==> src/bsot_pkg.sv <==
// Types and constants shared by the box set overlap test block.
`default_nettype none

package bsot_pkg;

   localparam int FIELD_BITS  = 16;
   localparam int COORD_LIMIT = 32;
   localparam int OPCODE_BITS = 3;
   localparam int INDEX_BITS  = 4;
   localparam int USED_BITS   = 5;

   typedef enum logic [OPCODE_BITS-1:0] {
      OP_APPEND_OWN      = 3'd0,
      OP_APPEND_OTHER    = 3'd1,
      OP_OVERWRITE_OWN   = 3'd2,
      OP_OVERWRITE_OTHER = 3'd3,
      OP_CLEAR_OWN       = 3'd4,
      OP_CLEAR_OTHER     = 3'd5,
      OP_TEST            = 3'd6
   } opcode_type;

   typedef enum logic [1:0] {
      STAT_OK    = 2'd0,
      STAT_FULL  = 2'd1,
      STAT_RANGE = 2'd2
   } status_type;

   typedef struct packed {
      opcode_type                    opcode;
      logic [INDEX_BITS-1:0]         index;
      logic signed [FIELD_BITS-1:0]  box_left;
      logic signed [FIELD_BITS-1:0]  box_top;
      logic signed [FIELD_BITS-1:0]  box_right;
      logic signed [FIELD_BITS-1:0]  box_bottom;
      logic signed [FIELD_BITS-1:0]  own_x;
      logic signed [FIELD_BITS-1:0]  own_y;
      logic signed [FIELD_BITS-1:0]  other_x;
      logic signed [FIELD_BITS-1:0]  other_y;
   } req_word_type;

   typedef struct packed {
      logic                  hit;
      status_type            status;
      logic [USED_BITS-1:0]  own_used;
      logic [USED_BITS-1:0]  other_used;
   } rsp_word_type;

   // Commands from the controller to the datapath.
   typedef struct packed {
      logic load;
      logic scan_step;
      logic execute;
   } cmd_type;

   // Status from the datapath to the controller.
   typedef struct packed {
      logic scan_needed;
      logic last_pair;
   } stat_type;

endpackage

`default_nettype wire

==> src/bsot_data.sv <==
// Datapath: box memories, set counts, pair scan counters and overlap compare.
`default_nettype none

module bsot_data #(
   parameter int MAX_BOXES  = 16,
   parameter int COORD_BITS = 16
) (
   input  logic                  clock,
   input  logic                  reset,
   input  bsot_pkg::cmd_type      cmd,
   output bsot_pkg::stat_type     stat,
   input  bsot_pkg::req_word_type req_word,
   output logic                  rsp_valid,
   output bsot_pkg::rsp_word_type rsp_word
);
   import bsot_pkg::*;

   localparam int AW = (MAX_BOXES > 1) ? $clog2(MAX_BOXES) : 1;
   localparam int CW = $clog2(MAX_BOXES + 1);
   localparam int IW = (CW > INDEX_BITS) ? CW : INDEX_BITS;
   localparam int SW = COORD_BITS + 1;

   typedef struct packed {
      logic signed [COORD_BITS-1:0] left;
      logic signed [COORD_BITS-1:0] top;
      logic signed [COORD_BITS-1:0] right;
      logic signed [COORD_BITS-1:0] bottom;
   } coord_box_type;

   // Takes the low COORD_BITS of a field, zero-filled above the field.
   function automatic logic signed [COORD_BITS-1:0] to_coord(
      input logic [FIELD_BITS-1:0] f
   );
      logic [COORD_LIMIT-1:0] wide;
      wide = COORD_LIMIT'(f);
      return $signed(wide[COORD_BITS-1:0]);
   endfunction

   req_word_type  req_ff;
   coord_box_type own_mem   [MAX_BOXES];
   coord_box_type other_mem [MAX_BOXES];
   coord_box_type own_rd_ff;
   coord_box_type other_rd_ff;
   logic          rd_valid_ff;
   logic          hit_ff;
   logic [AW-1:0] scan_i_ff;
   logic [AW-1:0] scan_j_ff;
   logic [CW-1:0] own_count_ff;
   logic [CW-1:0] other_count_ff;
   logic          rsp_valid_ff;
   rsp_word_type  rsp_ff;

   coord_box_type new_box;
   logic [CW-1:0] own_count_in;
   logic [CW-1:0] other_count_in;
   logic          own_we;
   logic          other_we;
   logic [AW-1:0] own_wr_addr;
   logic [AW-1:0] other_wr_addr;
   logic [IW-1:0] idx_ext;
   rsp_word_type  rsp_in;
   logic          own_last;
   logic          other_last;
   logic          overlap;

   logic signed [COORD_BITS-1:0] ox, oy, px, py;
   logic signed [SW-1:0] al, ar, at, ab, bl, br, bt, bb;

   // Execution of the latched word: writes, count updates and the result.
   always_comb begin
      new_box.left   = to_coord(req_ff.box_left);
      new_box.top    = to_coord(req_ff.box_top);
      new_box.right  = to_coord(req_ff.box_right);
      new_box.bottom = to_coord(req_ff.box_bottom);
      idx_ext        = IW'(req_ff.index);
      own_count_in   = own_count_ff;
      other_count_in = other_count_ff;
      own_we         = 1'b0;
      other_we       = 1'b0;
      own_wr_addr    = own_count_ff[AW-1:0];
      other_wr_addr  = other_count_ff[AW-1:0];
      rsp_in         = '0;
      rsp_in.status  = STAT_OK;
      case (req_ff.opcode)
         OP_APPEND_OWN: begin
            if (own_count_ff < CW'(MAX_BOXES)) begin
               own_we       = 1'b1;
               own_count_in = own_count_ff + CW'(1);
            end else begin
               rsp_in.status = STAT_FULL;
            end
         end
         OP_APPEND_OTHER: begin
            if (other_count_ff < CW'(MAX_BOXES)) begin
               other_we       = 1'b1;
               other_count_in = other_count_ff + CW'(1);
            end else begin
               rsp_in.status = STAT_FULL;
            end
         end
         OP_OVERWRITE_OWN: begin
            own_wr_addr = idx_ext[AW-1:0];
            if (idx_ext < IW'(own_count_ff) && idx_ext < IW'(MAX_BOXES)) begin
               own_we = 1'b1;
            end else begin
               rsp_in.status = STAT_RANGE;
            end
         end
         OP_OVERWRITE_OTHER: begin
            other_wr_addr = idx_ext[AW-1:0];
            if (idx_ext < IW'(other_count_ff) && idx_ext < IW'(MAX_BOXES)) begin
               other_we = 1'b1;
            end else begin
               rsp_in.status = STAT_RANGE;
            end
         end
         OP_CLEAR_OWN: begin
            own_count_in = '0;
         end
         OP_CLEAR_OTHER: begin
            other_count_in = '0;
         end
         OP_TEST: begin
            rsp_in.hit = hit_ff;
         end
         default: begin
         end
      endcase
      rsp_in.own_used   = USED_BITS'(own_count_in);
      rsp_in.other_used = USED_BITS'(other_count_in);
   end

   // Pair scan position: the other index runs fastest.
   assign own_last   = ((CW'(scan_i_ff) + CW'(1)) == own_count_ff);
   assign other_last = ((CW'(scan_j_ff) + CW'(1)) == other_count_ff);

   assign stat.last_pair   = own_last && other_last;
   assign stat.scan_needed = (req_ff.opcode == OP_TEST) &&
                             (own_count_ff != '0) && (other_count_ff != '0);

   // Overlap of the pair read in the previous cycle, both boxes shifted.
   assign ox = to_coord(req_ff.own_x);
   assign oy = to_coord(req_ff.own_y);
   assign px = to_coord(req_ff.other_x);
   assign py = to_coord(req_ff.other_y);

   assign al = SW'(own_rd_ff.left)     + SW'(ox);
   assign ar = SW'(own_rd_ff.right)    + SW'(ox);
   assign at = SW'(own_rd_ff.top)      + SW'(oy);
   assign ab = SW'(own_rd_ff.bottom)   + SW'(oy);
   assign bl = SW'(other_rd_ff.left)   + SW'(px);
   assign br = SW'(other_rd_ff.right)  + SW'(px);
   assign bt = SW'(other_rd_ff.top)    + SW'(py);
   assign bb = SW'(other_rd_ff.bottom) + SW'(py);

   assign overlap = (al < br) && (bl < ar) && (at < bb) && (bt < ab);

   always_ff @(posedge clock) begin
      if (cmd.execute && own_we) begin
         own_mem[own_wr_addr] <= new_box;
      end
      own_rd_ff <= own_mem[scan_i_ff];
   end

   always_ff @(posedge clock) begin
      if (cmd.execute && other_we) begin
         other_mem[other_wr_addr] <= new_box;
      end
      other_rd_ff <= other_mem[scan_j_ff];
   end

   always_ff @(posedge clock) begin
      if (cmd.load) begin
         req_ff <= req_word;
      end
      if (cmd.execute) begin
         rsp_ff <= rsp_in;
      end
   end

   always_ff @(posedge clock) begin
      if (reset) begin
         own_count_ff   <= '0;
         other_count_ff <= '0;
         scan_i_ff      <= '0;
         scan_j_ff      <= '0;
         rd_valid_ff    <= 1'b0;
         hit_ff         <= 1'b0;
         rsp_valid_ff   <= 1'b0;
      end else begin
         rd_valid_ff  <= cmd.scan_step;
         rsp_valid_ff <= cmd.execute;
         if (cmd.execute) begin
            own_count_ff   <= own_count_in;
            other_count_ff <= other_count_in;
         end
         if (cmd.load) begin
            scan_i_ff <= '0;
            scan_j_ff <= '0;
            hit_ff    <= 1'b0;
         end else begin
            if (cmd.scan_step) begin
               if (other_last) begin
                  scan_j_ff <= '0;
                  scan_i_ff <= scan_i_ff + AW'(1);
               end else begin
                  scan_j_ff <= scan_j_ff + AW'(1);
               end
            end
            if (rd_valid_ff && overlap) begin
               hit_ff <= 1'b1;
            end
         end
      end
   end

   assign rsp_valid = rsp_valid_ff;
   assign rsp_word  = rsp_ff;

endmodule

`default_nettype wire

==> config.mk <==
export PLATFORM = sky130hd
export DESIGN_NAME = bsot_data
export DESIGN_NICKNAME = d
export VERILOG_FILES = /design/src/bsot_pkg.sv /design/src/bsot_data.sv
export SDC_FILE = /design/constraint.sdc
export NUM_CORES = 2
export LEC_CHECK = 0
export BUFFER_PORTS_ARGS = -buffer_cell sky130_fd_sc_hd__clkbuf_2
export CORE_AREA = 2 2 550 552
export CTS_CLUSTER_SIZE = 16
export DETAILED_ROUTE_END_ITERATION = 7
export DIE_AREA = 0 0 552 554
export PLACE_DENSITY = 0.43
export RECOVER_POWER = 50
export SLEW_MARGIN = 20
export SYNTH_ARGS = -nofsm -noshare
export SYNTH_HDL_FRONTEND = slang
export SYNTH_SLANG_ARGS = --single-unit
==> constraint.sdc <==
create_clock -name clock -period 12.7 [get_ports clock]
set_input_delay 1.27 -clock clock [delete_from_list [all_inputs] [get_ports clock]]
set_output_delay 1.27 -clock clock [all_outputs]
set_load 0.1 [all_outputs]
==> flow_metrics.py <==
metrics = {
    "place": {
        "place.gp.congestion": 0.7857,
        "io_buffers": 155,
        "placed_cells": 8358,
        "dpl.hpwl_um": 156100,
    },
    "critical_path": {
        "cpMaxStageDelayCell": "dfxtp_4",
        "crit_type": "register to output port",
        "critical-path-max-stage-delay_ns": 0.98,
        "critical_path_arrival_ns": 4.15,
        "cp-end-kind": "output port",
        "worstSetupStartpointType": "register",
        "path_cells": "nand2_1, or3_1, a2111oi_2, buf_4, nand2_1, nor2_1, clkbuf_2",
        "reg2reg_slack_ns": 7.30,
        "cp.required_ns": 11.43,
        "cp_max_fo": 46,
        "crit_top_cell": "nand2_1",
    },
    "cts": {
        "cts_buffers": 275,
        "clkSinkCount": 2345,
        "post_cts_resized": 0,
        "htree_levels": 5,
        "hold_buffers": 0,
        "post_cts_buffers": 0,
        "clock_path_buffers": 4,
        "clk_pin_slew_ns": 0.06,
        "clk_latency_ns": 0.89,
        "root_buffer": "clkbuf_16",
        "cts_tree": "built",
    },
    "die": {
        "die_area_sq_um": 305800,
        "coreArea_sq_um": 299300,
        "rows": 201,
        "ios": 156,
        "die_x_um": 552,
        "initial_utilization_pct": 30.90,
        "die_h_um": 554,
    },
    "run": {
        "maxCapViolCount": 56,
    },
    "grt": {
        "grt_overflow": 0,
        "grt_use_total_pct": 16.89,
        "antenna_found_initial": 23,
        "grt_max_degree": 122,
        "grt_pass1_vias": 46100,
        "grt_pass1_wl_um": 366600,
    },
    "logic_synthesis": {
        "syn-num-nets": 4638,
        "syn_area_per_cell_sq_um": 21.58,
        "synth.top_cell.area_share_pct": 71.31,
        "async_flop_share_pct": 0,
        "synthCells": 4286,
        "synth_cell_type_count": 75,
        "seq_area_frac_synth_pct": 74.54,
        "netlist_area_sq_um": 92470,
        "yosys_warnings": 0,
        "synthFlopType": "edfxtp_1",
        "synth_edf_count": 2196,
        "ys_ff_latch": 2345,
        "synth.largest_area_cell": "edfxtp_1",
        "synth.area.top_cells": "edfxtp_1 (71%), mux4_2 (16%), dfxtp_1 (3.2%)",
    },
    "worst_hold_path": {
        "min-delay-path-class": "register to register",
    },
    "detailed_routing": {
        "drt_iter0_markers": 4017,
        "wl_per_cell_um": 29.36,
        "drt-total-wl_um": 260500,
        "post-route-drc-count": 0,
        "postRouteAntennaNets": 0,
        "dr_total_vias": 44374,
        "vias_per_cell": 5.002,
        "firstDrtPassIters": 5,
    },
    "power": {
        "pwr_density_cell_nw_per_um2": 163.1,
        "switchingPower_mw": 4.022,
        "pwr-share-comb_pct": 6.2,
        "p_leak_nw": 33.49,
        "clkPwrFrac_pct": 44.1,
        "seqPwrFrac_pct": 49.7,
        "swShare_pct": 23.01,
        "max-vdd-ir-drop_uv": 99.70,
        "finalPower_mw": 17.48,
        "internal_power_mw": 13.46,
    },
    "final_layout": {
        "area_growth_pct": 15.91,
        "drive_gt1_share_pct": 26.13,
        "nNetsFinal": 5035,
        "fillers": 27524,
        "fin_cells": 8871,
    },
    "sta": {
        "drv_slew": 1841,
        "setup_tns_ns": 0,
        "hold_slack_ns": 0.4978,
        "tightest_slew_ns": 3.121,
        "fmax_ghz": 0.1844,
        "skew_ns": 0.03598,
        "rsz0062_at_grt": "false",
        "finalHoldViolCount": 0,
        "relSlewSlack_pct": -108.1,
        "setup_viol": 0,
        "final.min_clock_period_ns": 5.423,
        "period_share_pct": 42.70,
    },
    "run_status": {
        "violations": "capacitance limit, slew limit",
        "status": "complete, but fails checks",
    },
}
-- sequential cells by signal, indices dropped and copies added, names as in the netlist, 5 cells and up --
| signal | count |
|---|---|
| other_count_ff | 5 |
| own_rd_ff | 64 |
| other_rd_ff | 64 |
| py | 16 |
| rsp_word | 13 |
| oy | 16 |
| px | 16 |
| own_count_ff | 5 |
| own_mem | 1024 |
| ox | 16 |
| new_box | 64 |
| other_mem | 1024 |
-- logic make-up (layout without fill, tap and decap cells) --
kind of cell	count (synthesis)	count (layout)	share of synthesized area (%)
DFF	2345	2345	74.54
muxes	661	661	15.82
AOI/OAI and AO/OA	368	368	2.599
and+or+nand+nor	367	367	2.027
buffers and inverters	227	848	1.081
adders and majority gates	212	212	2.933
xor gates and xnor gates	106	106	1.004
other	0	6	0
-- critical path: cells and delay by family (launching register included) --
family                 cells  cell delay, ns
flip-flops                 1            0.98
AND/OR/NAND/NOR            4            1.12
AO/OA/AOI/OAI              1            0.35
buffers and inverters      2            0.81
-- cell type report --
class	count	area, sq um	area share, %
Antenna cell	6	15.01	0.01401
Inverter	59	221.5	0.2066
Clock inverter	125	1205	1.124
Multi-Input combinational cell	1714	22700	21.18
Timing Repair Buffer	288	1541	1.438
Clock buffer	376	7597	7.088
Tap cell	3958	4952	4.620
Sequential cell	2345	68960	64.33
-- metrics by stage --
stage          cell area, sq um  util (%)  setup WS, ns
2_1_floorplan             92470         -         7.328
3_3_place_gp              98580     32.94         7.432
3_5_place_dp              98670     32.97         7.307
4_1_cts                  107500     35.91         6.991
5_1_grt                  107200     35.81         6.905
6_report                 107200     35.82         7.277
-- path summary, 6_finish.rpt --
| kind | from | to | cells after the start |
|---|---|---|---|
| max | scan_j_ff[2] | stat[0] | 7 |
| min | scan_i_ff[1] | scan_i_ff[1] | 2 |
| max reg2reg | req_ff[134] | own_mem[4][22] | 9 |
| min reg2reg | scan_i_ff[1] | scan_i_ff[1] | 2 |
-- cell usage after synthesis, types with 25 or more instances --
cell and count:
nand2_1 69, a21oi_1 118, edfxtp_1 2196, buf_2 67
xnor2_1 56, nor3_1 33, nor2b_1 26, nand3_1 36
nand2b_1 25, ha_1 204, xor2_1 50, nor2_1 86
a21o_1 36, o21ai_0 69, dfxtp_1 149, clkbuf_1 82
mux4_2 640, inv_1 59
-- layer usage --
metal  track usage, %  wire length [um]  vias to the layer above
li1                 -                 -                    18844
met1            23.73            117300                    24086
met2            28.04            126700                     1116
met3            1.991             10670                      328
met4            3.878              5774                        0
met5                0                 0                        -
-- cell usage in the layout (no fill, tap or decap), drive strengths merged, types with 7 or more instances in the layout --
master / instances
dfxtp: 149
edfxtp: 2196
a21oi: 121
a41oi: 8
nand3: 38
a211oi: 14
nor3: 33
xor2: 50
a2111oi: 7
nand2: 70
mux4: 640
o41ai: 7
and2: 25
o21a: 21
nand2b: 25
o211ai: 10
clkinv: 97
o21ai: 74
xnor2: 56
o21bai: 13
a21o: 36
nor2b: 26
buf: 66
inv: 70
and3: 15
bufinv: 11
nor2: 86
mux2i: 18
o31ai: 12
clkbuf: 598
nand4: 16
a31oi: 7
ha: 204
fa: 8
-- power by group through the flow --
stage	Combinational, mW	Clock (mW)	Sequential, mW
6_report	1.08	7.71	8.69
5_1_grt	1.20	8.20	8.70
4_1_cts	1.11	7.93	8.70
3_5_place_dp	1.10	0	8.86
3_3_place_gp	1.09	0	8.86
2_1_floorplan	0.632	0	8.86
Power figures use the tool's default switching activity.
